--- src/design/lfpid_pkg.sv ---
// Shared types, constants and the sensor error table for the line follower PID PWM driver.
`default_nettype none
package lfpid_pkg;

	localparam int ERR_W  = 11;
	localparam int INT_W  = 24;
	localparam int GAIN_W = 16;
	localparam int PROD_W = INT_W + GAIN_W + 1;
	localparam int ACC_W  = PROD_W + 1;
	localparam int TURN_W = ACC_W - GAIN_W;
	localparam int SPD_W  = TURN_W + 2;
	localparam int CIDX_W = 3;
	localparam int CDAT_W = 16;

	localparam logic [7:0]  MAX_PWM_RST  = 8'd50;
	localparam logic [7:0]  BASE_SPD_RST = 8'd17;
	localparam logic [15:0] KP_RST       = 16'd4480;
	localparam logic [15:0] KI_RST       = 16'd141;
	localparam logic [15:0] KD_RST       = 16'd666;
	localparam logic [7:0]  SPD_LIM_RST  = 8'd50;

	localparam logic [CIDX_W-1:0] REG_MAX_PWM  = 3'd0;
	localparam logic [CIDX_W-1:0] REG_BASE_SPD = 3'd1;
	localparam logic [CIDX_W-1:0] REG_KP       = 3'd2;
	localparam logic [CIDX_W-1:0] REG_KI       = 3'd3;
	localparam logic [CIDX_W-1:0] REG_KD       = 3'd4;
	localparam logic [CIDX_W-1:0] REG_SPD_LIM  = 3'd5;

	localparam logic [1:0] MUL_P = 2'd0;
	localparam logic [1:0] MUL_I = 2'd1;
	localparam logic [1:0] MUL_D = 2'd2;

	localparam logic [1:0] ACC_HOLD = 2'd0;
	localparam logic [1:0] ACC_LOAD = 2'd1;
	localparam logic [1:0] ACC_ADD  = 2'd2;

	// port bit positions
	localparam int PB_R_PWM = 0;
	localparam int PB_R_FWD = 1;
	localparam int PB_R_REV = 2;
	localparam int PB_L_PWM = 4;
	localparam int PB_L_REV = 5;
	localparam int PB_L_FWD = 6;

	typedef struct packed {
		logic [7:0]  max_pwm;
		logic [7:0]  base_speed;
		logic [15:0] prop_gain;
		logic [15:0] int_gain;
		logic [15:0] deriv_gain;
		logic [7:0]  speed_limit;
	} lfpid_cfg_t;

	typedef struct packed {
		logic       capture;
		logic       err_step;
		logic       mul_en;
		logic [1:0] mul_op;
		logic [1:0] acc_op;
		logic       trunc;
		logic       speed;
		logic       pins;
		logic       set_en;
		logic       out_load;
	} lfpid_cmd_t;

	typedef struct packed {
		logic cnt_le1;
		logic out_busy;
	} lfpid_stat_t;

	// Average of the active sensor weights in Q.8, truncated toward zero.
	function automatic logic signed [ERR_W-1:0] line_error(input logic [7:0] s);
		logic [3:0] act;
		logic signed [ERR_W-1:0] e;
		act = {s[4], ~s[7], s[3], s[5]};
		case (act)
			4'b0000: e = 11'sd0;
			4'b1000: e = -11'sd384;
			4'b0100: e = -11'sd128;
			4'b0010: e = 11'sd128;
			4'b0001: e = 11'sd384;
			4'b1100: e = -11'sd256;
			4'b1010: e = -11'sd128;
			4'b1001: e = 11'sd0;
			4'b0110: e = 11'sd0;
			4'b0101: e = 11'sd128;
			4'b0011: e = 11'sd256;
			4'b1110: e = -11'sd128;
			4'b1101: e = -11'sd42;
			4'b1011: e = 11'sd42;
			4'b0111: e = 11'sd128;
			4'b1111: e = 11'sd0;
			default: e = 11'sd0;
		endcase
		return e;
	endfunction

endpackage
`default_nettype wire

--- src/design/line_follow_pid_pwm_driver_core.sv ---
// Line follower PID controller with two PWM motor outputs: top level.
//
// Input stream (s_axis): one beat per event. tuser is the kind (0 timer tick,
// 1 start confirmation), tdata is the sensor status byte. Output stream
// (m_axis): one beat per input beat carrying the data port byte.
// Configuration: cfg_valid/cfg_index/cfg_data write one register per beat;
// cfg_ready is always high. Write only while no beat is in flight.
// Sequence: a tick that does not end a PWM period steps through the pin
// update only; a tick that ends a period steps through the error step, the
// three passes through the shared 24x17 multiplier, then the accumulate,
// truncate, steer and pin steps; a confirmation only sets the enable. Each
// beat then loads the output register from the done step.
// One beat is in work at a time; s_axis_tready is high only while the
// sequencer idles, so a new beat is not accepted before the last is done.
// The output register lets the next beat be accepted while a result waits;
// if m_axis_tready stays low the sequencer holds in its last step.
// Reset clears the counter, PID state, duties, port byte and the enable,
// and loads the register defaults; motors stay at zero speed until the
// first confirmation.
`default_nettype none
module line_follow_pid_pwm_driver_core (
	input  wire                             clk,
	input  wire                             arst_n,
	input  wire                             s_axis_tvalid,
	output logic                            s_axis_tready,
	input  wire [7:0]                       s_axis_tdata,  // [7:0] sensor_bits
	input  wire [0:0]                       s_axis_tuser,  // [0] kind
	output logic                            m_axis_tvalid,
	input  wire                             m_axis_tready,
	output logic [7:0]                      m_axis_tdata,  // [7:0] port_value
	input  wire                             cfg_valid,
	output logic                            cfg_ready,
	input  wire [lfpid_pkg::CIDX_W-1:0]     cfg_index,
	input  wire [lfpid_pkg::CDAT_W-1:0]     cfg_data
);
	import lfpid_pkg::*;

	lfpid_cfg_t  cfg;
	lfpid_cmd_t  cmd;
	lfpid_stat_t stat;

	assign cfg_ready = 1'b1;

	lfpid_cfg u_cfg (
		.clk      (clk),
		.arst_n   (arst_n),
		.wr_en    (cfg_valid),
		.wr_index (cfg_index),
		.wr_data  (cfg_data),
		.cfg      (cfg)
	);

	lfpid_ctrl u_ctrl (
		.clk      (clk),
		.arst_n   (arst_n),
		.in_valid (s_axis_tvalid),
		.in_kind  (s_axis_tuser[0]),
		.in_ready (s_axis_tready),
		.stat     (stat),
		.cmd      (cmd)
	);

	lfpid_dp u_dp (
		.clk        (clk),
		.arst_n     (arst_n),
		.cfg        (cfg),
		.cmd        (cmd),
		.stat       (stat),
		.in_sensors (s_axis_tdata),
		.out_valid  (m_axis_tvalid),
		.out_ready  (m_axis_tready),
		.out_data   (m_axis_tdata)
	);

	// one beat in work at a time
	a_one_in_flight: assert property (@(posedge clk) disable iff (!arst_n)
		s_axis_tvalid && s_axis_tready |=> !s_axis_tready)
		else $error("input accepted while a beat is in work");

	a_right_dir: assert property (@(posedge clk) disable iff (!arst_n)
		m_axis_tvalid |-> !(m_axis_tdata[PB_R_FWD] && m_axis_tdata[PB_R_REV]))
		else $error("right motor driven both ways");

	a_left_dir: assert property (@(posedge clk) disable iff (!arst_n)
		m_axis_tvalid |-> !(m_axis_tdata[PB_L_FWD] && m_axis_tdata[PB_L_REV]))
		else $error("left motor driven both ways");
endmodule
`default_nettype wire

--- src/design/lfpid_cfg.sv ---
// Configuration register file of the line follower PID PWM driver.
`default_nettype none
module lfpid_cfg (
	input  wire                            clk,
	input  wire                            arst_n,
	input  wire                            wr_en,
	input  wire [lfpid_pkg::CIDX_W-1:0]    wr_index,
	input  wire [lfpid_pkg::CDAT_W-1:0]    wr_data,
	output lfpid_pkg::lfpid_cfg_t          cfg
);
	import lfpid_pkg::*;

	lfpid_cfg_t cfg_q;

	always_ff @(posedge clk or negedge arst_n) begin
		if (!arst_n) begin
			cfg_q.max_pwm     <= MAX_PWM_RST;
			cfg_q.base_speed  <= BASE_SPD_RST;
			cfg_q.prop_gain   <= KP_RST;
			cfg_q.int_gain    <= KI_RST;
			cfg_q.deriv_gain  <= KD_RST;
			cfg_q.speed_limit <= SPD_LIM_RST;
		end else if (wr_en) begin
			case (wr_index)
				REG_MAX_PWM:  cfg_q.max_pwm     <= wr_data[7:0];
				REG_BASE_SPD: cfg_q.base_speed  <= wr_data[7:0];
				REG_KP:       cfg_q.prop_gain   <= wr_data;
				REG_KI:       cfg_q.int_gain    <= wr_data;
				REG_KD:       cfg_q.deriv_gain  <= wr_data;
				REG_SPD_LIM:  cfg_q.speed_limit <= wr_data[7:0];
				default: ;
			endcase
		end
	end

	assign cfg = cfg_q;
endmodule
`default_nettype wire

--- src/design/lfpid_ctrl.sv ---
// Sequencer that steps one item through error, PID, speed and pin update, or sets the enable.
`default_nettype none
module lfpid_ctrl (
	input  wire                     clk,
	input  wire                     arst_n,
	input  wire                     in_valid,
	input  wire                     in_kind,
	output logic                    in_ready,
	input  lfpid_pkg::lfpid_stat_t  stat,
	output lfpid_pkg::lfpid_cmd_t   cmd
);
	import lfpid_pkg::*;

	localparam logic [3:0] ST_IDLE  = 4'd0;
	localparam logic [3:0] ST_ERR   = 4'd1;
	localparam logic [3:0] ST_MUL0  = 4'd2;
	localparam logic [3:0] ST_MUL1  = 4'd3;
	localparam logic [3:0] ST_MUL2  = 4'd4;
	localparam logic [3:0] ST_ACC   = 4'd5;
	localparam logic [3:0] ST_TRUNC = 4'd6;
	localparam logic [3:0] ST_SPEED = 4'd7;
	localparam logic [3:0] ST_PINS  = 4'd8;
	localparam logic [3:0] ST_EN    = 4'd9;
	localparam logic [3:0] ST_DONE  = 4'd10;

	logic [3:0] state_q;
	logic [3:0] state_nx;

	assign in_ready = (state_q == ST_IDLE);

	always_comb begin
		cmd      = '0;
		state_nx = state_q;
		case (state_q)
			ST_IDLE: begin
				if (in_valid) begin
					cmd.capture = 1'b1;
					if (in_kind)
						state_nx = ST_EN;
					else if (stat.cnt_le1)
						state_nx = ST_ERR;
					else
						state_nx = ST_PINS;
				end
			end
			ST_ERR: begin
				cmd.err_step = 1'b1;
				state_nx     = ST_MUL0;
			end
			ST_MUL0: begin
				cmd.mul_en = 1'b1;
				cmd.mul_op = MUL_P;
				state_nx   = ST_MUL1;
			end
			ST_MUL1: begin
				cmd.mul_en = 1'b1;
				cmd.mul_op = MUL_I;
				cmd.acc_op = ACC_LOAD;
				state_nx   = ST_MUL2;
			end
			ST_MUL2: begin
				cmd.mul_en = 1'b1;
				cmd.mul_op = MUL_D;
				cmd.acc_op = ACC_ADD;
				state_nx   = ST_ACC;
			end
			ST_ACC: begin
				cmd.acc_op = ACC_ADD;
				state_nx   = ST_TRUNC;
			end
			ST_TRUNC: begin
				cmd.trunc = 1'b1;
				state_nx  = ST_SPEED;
			end
			ST_SPEED: begin
				cmd.speed = 1'b1;
				state_nx  = ST_PINS;
			end
			ST_PINS: begin
				cmd.pins = 1'b1;
				state_nx = ST_DONE;
			end
			ST_EN: begin
				cmd.set_en = 1'b1;
				state_nx   = ST_DONE;
			end
			ST_DONE: begin
				// hold until the output register is free
				if (!stat.out_busy) begin
					cmd.out_load = 1'b1;
					state_nx     = ST_IDLE;
				end
			end
			default: state_nx = ST_IDLE;
		endcase
	end

	always_ff @(posedge clk or negedge arst_n) begin
		if (!arst_n)
			state_q <= ST_IDLE;
		else
			state_q <= state_nx;
	end
endmodule
`default_nettype wire

--- src/design/lfpid_dp.sv ---
// Datapath: PWM counter, PID arithmetic with one shared multiplier, port byte and output register.
`default_nettype none
module lfpid_dp (
	input  wire                     clk,
	input  wire                     arst_n,
	input  lfpid_pkg::lfpid_cfg_t   cfg,
	input  lfpid_pkg::lfpid_cmd_t   cmd,
	output lfpid_pkg::lfpid_stat_t  stat,
	input  wire [7:0]               in_sensors,
	output logic                    out_valid,
	input  wire                     out_ready,
	output logic [7:0]              out_data
);
	import lfpid_pkg::*;

	logic [7:0]                     sensors_q;
	logic [7:0]                     cnt_q;
	logic [7:0]                     port_q;
	logic signed [ERR_W-1:0]        prev_err_q;
	logic signed [ERR_W-1:0]        diff_q;
	logic signed [ERR_W-1:0]        err_q;
	logic signed [INT_W-1:0]        int_q;
	logic signed [PROD_W-1:0]       prod_q;
	logic signed [ACC_W-1:0]        acc_q;
	logic signed [TURN_W-1:0]       turn_q;
	logic [7:0]                     rduty_q;
	logic [7:0]                     lduty_q;
	logic                           en_q;
	logic                           oval_q;
	logic [7:0]                     odata_q;

	logic signed [ERR_W-1:0]        err_new;
	logic signed [INT_W:0]          int_sum;
	logic signed [INT_W-1:0]        int_sat;
	logic signed [INT_W-1:0]        mul_a;
	logic [GAIN_W-1:0]              mul_b;
	logic signed [PROD_W-1:0]       mul_p;
	logic signed [TURN_W-1:0]       turn_nx;
	logic signed [SPD_W-1:0]        lim;
	logic signed [SPD_W-1:0]        spd_l;
	logic signed [SPD_W-1:0]        spd_r;
	logic signed [SPD_W-1:0]        clp_l;
	logic signed [SPD_W-1:0]        clp_r;
	logic signed [SPD_W-1:0]        mag_l;
	logic signed [SPD_W-1:0]        mag_r;
	logic [7:0]                     cnt_nx;
	logic [7:0]                     port_pins;

	assign stat.cnt_le1  = (cnt_q <= 8'd1);
	assign stat.out_busy = oval_q && !out_ready;

	// error decode and saturating integral
	assign err_new = line_error(sensors_q);
	assign int_sum = {int_q[INT_W-1], int_q} + {{(INT_W+1-ERR_W){err_new[ERR_W-1]}}, err_new};
	always_comb begin
		if (int_sum[INT_W] != int_sum[INT_W-1])
			int_sat = int_sum[INT_W] ? {1'b1, {(INT_W-1){1'b0}}} : {1'b0, {(INT_W-1){1'b1}}};
		else
			int_sat = int_sum[INT_W-1:0];
	end

	// shared multiplier operand select
	always_comb begin
		case (cmd.mul_op)
			MUL_P: begin
				mul_a = {{(INT_W-ERR_W){err_q[ERR_W-1]}}, err_q};
				mul_b = cfg.prop_gain;
			end
			MUL_I: begin
				mul_a = int_q;
				mul_b = cfg.int_gain;
			end
			MUL_D: begin
				mul_a = {{(INT_W-ERR_W){diff_q[ERR_W-1]}}, diff_q};
				mul_b = cfg.deriv_gain;
			end
			default: begin
				mul_a = '0;
				mul_b = '0;
			end
		endcase
	end
	assign mul_p = mul_a * $signed({1'b0, mul_b});

	// truncate Q.16 toward zero
	always_comb begin
		turn_nx = acc_q[ACC_W-1:GAIN_W];
		if (acc_q[ACC_W-1] && (acc_q[GAIN_W-1:0] != '0))
			turn_nx = turn_nx + TURN_W'(1);
	end

	// steer and clamp
	assign lim   = $signed({{(SPD_W-8){1'b0}}, cfg.speed_limit});
	assign spd_l = $signed({{(SPD_W-8){1'b0}}, cfg.base_speed})
		+ {{(SPD_W-TURN_W){turn_q[TURN_W-1]}}, turn_q};
	assign spd_r = $signed({{(SPD_W-8){1'b0}}, cfg.base_speed})
		- {{(SPD_W-TURN_W){turn_q[TURN_W-1]}}, turn_q};
	always_comb begin
		clp_l = spd_l;
		if (spd_l > lim)
			clp_l = lim;
		else if (spd_l < -lim)
			clp_l = -lim;
		clp_r = spd_r;
		if (spd_r > lim)
			clp_r = lim;
		else if (spd_r < -lim)
			clp_r = -lim;
		if (!en_q) begin
			clp_l = '0;
			clp_r = '0;
		end
		mag_l = clp_l[SPD_W-1] ? -clp_l : clp_l;
		mag_r = clp_r[SPD_W-1] ? -clp_r : clp_r;
	end

	// counter step and pin update; on wins over off
	assign cnt_nx = stat.cnt_le1 ? cfg.max_pwm : cnt_q - 8'd1;
	always_comb begin
		port_pins = port_q;
		if (cnt_nx == rduty_q)
			port_pins[PB_R_PWM] = 1'b1;
		else if (cnt_nx == cfg.max_pwm)
			port_pins[PB_R_PWM] = 1'b0;
		if (cnt_nx == lduty_q)
			port_pins[PB_L_PWM] = 1'b1;
		else if (cnt_nx == cfg.max_pwm)
			port_pins[PB_L_PWM] = 1'b0;
	end

	always_ff @(posedge clk) begin
		if (cmd.capture)
			sensors_q <= in_sensors;
		if (cmd.err_step)
			diff_q <= err_new - prev_err_q;
		if (cmd.err_step)
			err_q <= err_new;
		if (cmd.mul_en)
			prod_q <= mul_p;
		case (cmd.acc_op)
			ACC_LOAD: acc_q <= {{(ACC_W-PROD_W){prod_q[PROD_W-1]}}, prod_q};
			ACC_ADD:  acc_q <= acc_q + {{(ACC_W-PROD_W){prod_q[PROD_W-1]}}, prod_q};
			default:  acc_q <= acc_q;
		endcase
		if (cmd.trunc)
			turn_q <= turn_nx;
		if (cmd.out_load)
			odata_q <= port_q;
	end

	always_ff @(posedge clk or negedge arst_n) begin
		if (!arst_n) begin
			cnt_q      <= '0;
			port_q     <= '0;
			prev_err_q <= '0;
			int_q      <= '0;
			rduty_q    <= '0;
			lduty_q    <= '0;
			en_q       <= 1'b0;
			oval_q     <= 1'b0;
		end else begin
			if (cmd.err_step) begin
				prev_err_q <= err_new;
				int_q      <= int_sat;
			end
			if (cmd.speed) begin
				port_q[PB_R_FWD] <= !clp_r[SPD_W-1];
				port_q[PB_R_REV] <= clp_r[SPD_W-1];
				port_q[PB_L_FWD] <= !clp_l[SPD_W-1];
				port_q[PB_L_REV] <= clp_l[SPD_W-1];
				rduty_q          <= mag_r[7:0];
				lduty_q          <= mag_l[7:0];
			end
			if (cmd.pins) begin
				cnt_q  <= cnt_nx;
				port_q <= port_pins;
			end
			if (cmd.set_en)
				en_q <= 1'b1;
			if (cmd.out_load)
				oval_q <= 1'b1;
			else if (out_ready)
				oval_q <= 1'b0;
		end
	end

	assign out_valid = oval_q;
	assign out_data  = odata_q;
endmodule
`default_nettype wire
--- config.mk ---
export PLATFORM = sky130hd
export DESIGN_NAME = line_follow_pid_pwm_driver_core
export DESIGN_NICKNAME = d
export VERILOG_FILES = /design/src/design/lfpid_pkg.sv /design/src/design/line_follow_pid_pwm_driver_core.sv /design/src/design/lfpid_cfg.sv /design/src/design/lfpid_ctrl.sv /design/src/design/lfpid_dp.sv
export SDC_FILE = /design/constraint.sdc
export NUM_CORES = 2
export LEC_CHECK = 0
export ABC_AREA = 1
export BUFFER_PORTS_ARGS = -buffer_cell sky130_fd_sc_hd__buf_2
export CELL_PAD_IN_SITES_DETAIL_PLACEMENT = 1
export CELL_PAD_IN_SITES_GLOBAL_PLACEMENT = 1
export CORE_MARGIN = 4
export CORE_UTILIZATION = 50
export CTS_CLUSTER_DIAMETER = 30
export DETAILED_ROUTE_END_ITERATION = 7
export GPL_TIMING_DRIVEN = 0
export PLACE_DENSITY_LB_ADDON = 0.2
export SYNTH_ARGS = -nofsm -noshare
export SYNTH_HDL_FRONTEND = slang
export SYNTH_HIERARCHICAL = 1
export SYNTH_SLANG_ARGS = --single-unit
--- constraint.sdc ---
create_clock -name clk -period 9.5 [get_ports clk]
set_input_delay 1.9 -clock clk [delete_from_list [all_inputs] [get_ports clk]]
set_output_delay 1.9 -clock clk [all_outputs]
set_load 0.02 [all_outputs]
==> flow_metrics.py <==
metrics = {
    "sta": {
        "fin_crit_sh_pct": 95.3,
        "relSlewSlack_pct": 32.0,
        "fmax_ghz": 0.110,
        "worst_pin_slew_ns": 1.02,
        "whs_ns": 0.464,
        "slew_viol_final": 0,
        "finClkSkew_ns": 0.0288,
        "hold_violations": 0,
        "setup_viol": 0,
        "min_period_ns": 9.06,
    },
    "synthesis": {
        "ys.flop_type": "edfxtp_1",
        "synthTopCellsByArea": "fa_1, nand2_1, edfxtp_1",
        "ys_seq_area_share_pct": 21.5,
        "synth.distinct_cells": 61,
        "ys_ff_latch": 272,
        "synth_top_area_share_pct": 21.9,
        "synth_edf_count": 134,
        "async_flop_share_pct": 50.7,
        "synth_largest_area_cell": "fa_1",
        "netlist_area_mm2": 0.0348,
        "yosys_warnings": 6,
        "synthTopCellsByCount": "nand2_1, inv_1, fa_1, ha_1, nand3_1",
        "avgSynthCellArea_um2": 7.58,
        "synth_most_common_cell": "nand2_1",
        "syn_inst": 4596,
    },
    "detailed_routing": {
        "drt_iter0_drc": 1907,
        "final_antenna_net_count": 0,
        "wl_per_cell_um": 20.9,
        "vias": 31700,
        "viasPerCell": 5.53,
        "firstDrtPassIters": 7,
        "totalWireLength_um": 120000,
        "drcViolationCount": 0,
    },
    "die": {
        "coreArea_mm2": 0.0688,
        "die_x_um": 272,
        "die_h_um": 272,
        "dieArea_mm2": 0.0740,
        "ios": 44,
        "initial_core_util_pct": 50.6,
        "core.rowCount": 96,
    },
    "critical_path": {
        "critPathRequiredTime_ns": 9.82,
        "cp_common_cell": "nand2_1",
        "end_kind": "register",
        "rrSetupSlack_ns": 0.44,
        "critPathKind": "reg -> reg",
        "path_max_fanout": 10,
        "critPathArrivalTime_ns": 9.37,
        "crit_path_max_incr_delay_ns": 0.71,
        "critPathSlowestCell": "clkbuf_1",
        "cp-start-kind": "register",
    },
    "global_route": {
        "grt_max_degree": 84,
        "overflow": 0,
        "grt_pass1_vias": 35000,
        "grt_pass1_wl_um": 190000,
        "antenna_found_initial": 0,
        "grt_usage_pct": 32.7,
    },
    "clock_network": {
        "worstSkewPairLatency_ns": 0.60,
        "h-tree-depth": 3,
        "cts_tree": "yes",
        "cts_hold_buf": 0,
        "cts-root-buf": "clkbuf_16",
        "clkTransAtPathRegs_ns": 0.05,
        "clock-sinks": 272,
        "numCtsBuffers": 75,
        "clk_path_buf_depth": 3,
    },
    "layout": {
        "area_delta_synth_final_pct": 12.1,
        "drive_above_1_share_pct": 8.23,
        "final_util_pct": 56.8,
        "num_antenna_cells": 0,
        "fin_nets": 5426,
    },
    "min_path": {
        "hold_path.class": "reg -> reg",
    },
    "placed_design": {
        "hpwl_um": 92400,
        "place_congestion": 0.945,
        "io_buffers": 36,
    },
    "status": {
        "outcome": "completed",
    },
    "run": {
        "max_cap_violations": 0,
    },
}
## cells by family (layout without fill, tap and decap cells)
family | after synthesis | count (layout) | share of synthesized area (%)
AND/OR/NAND/NOR | 1951 | 1951 | 23.4
buffers and inverters | 1100 | 1300 | 12.1
adder cells (fa/ha/maj) | 653 | 653 | 31.7
AO/OA/AOI/OAI | 480 | 480 | 7.77
flip-flops | 272 | 272 | 21.5
XOR/XNOR | 138 | 138 | 3.49
other | 2 | 3 | 0.0216
## critical path: cells and delay by family (launching register included)
kind	cells	cell delay, ns
adders and majority gates	7	3.32
buffers and inverters	7	1.75
and+or+nand+nor	9	1.74
AOI/OAI and AO/OA	8	1.32
DFF	1	0.49
xor gates and xnor gates	1	0.17
## final cells by class
class,count,area [µm²]
fillers,8702,29800
multi-input cells,3225,23200
flip-flops and latches,272,7500
inverters,981,3680
clock buffers,89,2030
well taps,931,1160
plain buffers,117,574
repair buffers,68,487
clock inverters,45,452
## repair_timing
action | CTS | global route
pin swaps | 7 | 6
endpoints found under the setup margin | 6 | 17
resized for setup | 3 | 66
setup buffers | 12 | 14
## worst paths after layout
kind | from | end | cells past startpoint
hold / removal | u_dp/port_q[1] | u_dp/out_data[1] | 0
max in group asynchronous | arst_n | u_cfg/cfg[26] | 2
setup reg to reg | u_ctrl/state_q[0] | u_dp/prod_q[38] | 32
hold reg to reg | u_dp/port_q[1] | u_dp/out_data[1] | 0
min in group asynchronous | arst_n | u_dp/int_q[11] | 1
setup / recovery | u_ctrl/state_q[0] | u_dp/prod_q[38] | 32
## cell usage in the layout, fill, tap and decap left out, types with 8 or more instances in the layout
master / synthesis / final
xnor2_1: 44 / 44
o21ai_0: 150 / 148
nor2_1: 212 / 207
fa_1: 382 / 382
nand4_1: 30 / 30
a22oi_1: 14 / 14
edfxtp_1: 134 / 134
dfrtp_1: 118 / 118
nor4_1: 10 / 9
nand3_1: 230 / 226
nand3_2: 18 / 22
nand2_2: 15 / 15
nor3_1: 26 / 26
a21oi_1: 196 / 196
dfstp_2: 20 / 20
clkbuf_8: 0 / 8
clkinv_1: 6 / 14
a211oi_1: 8 / 8
ha_1: 271 / 271
clkinv_4: 0 / 10
xor2_1: 93 / 93
o21ai_1: 13 / 14
clkbuf_16: 0 / 76
clkbuf_2: 0 / 30
clkbuf_1: 86 / 58
inv_2: 17 / 18
buf_4: 13 / 40
or2_2: 21 / 21
a31oi_1: 25 / 25
a21o_1: 11 / 11
nor2_2: 25 / 30
o211ai_1: 23 / 23
buf_2: 15 / 50
nand2_1: 1340 / 1340
inv_1: 958 / 957
## per-layer routing
| metal | vias up | share of wire (%) | global-route usage [%] |
|---|---|---|---|
| li1 | 14500 | - | - |
| met4 | 0 | 5.7 | 16.9 |
| met1 | 15900 | 39 | 38.6 |
| met5 | - | 0 | 0 |
| met3 | 369 | 4.4 | 3.94 |
| met2 | 899 | 50 | 58.5 |
## registers in the layout, indices dropped and copies added, names as in the netlist, 4 cells and up
signal / flops
u_dp/diff_q: 9
u_dp/port_q: 6
u_dp/lduty_q: 8
u_cfg/cfg: 72
u_ctrl/state_q: 4
u_dp/rduty_q: 8
u_dp/prev_err_q: 6
u_dp/cnt_q: 8
u_dp/err_q: 6
u_dp/prod_q: 41
u_dp/turn_q: 26
u_dp/sensors_q: 4
u_dp/out_data: 6
u_dp/acc_q: 42
u_dp/int_q: 24
## metrics by stage
stage | cells | setup TNS, ns | setup slack [ns] | cell area [µm²]
floorplan | 4597 | 0 | 1.95 | 34900
global placement | 5564 | 0 | 0.136 | 36200
detailed placement | 5570 | -0.0752 | -0.0752 | 36300
CTS | 5716 | 0 | 0.0131 | 38900
global route | 5728 | -0.0656 | -0.0310 | 39100
finish | 5728 | 0 | 0.444 | 39100
Power is not shown: default switching activity piles up to over one toggle a cycle in this logic, so the estimate is an artifact.
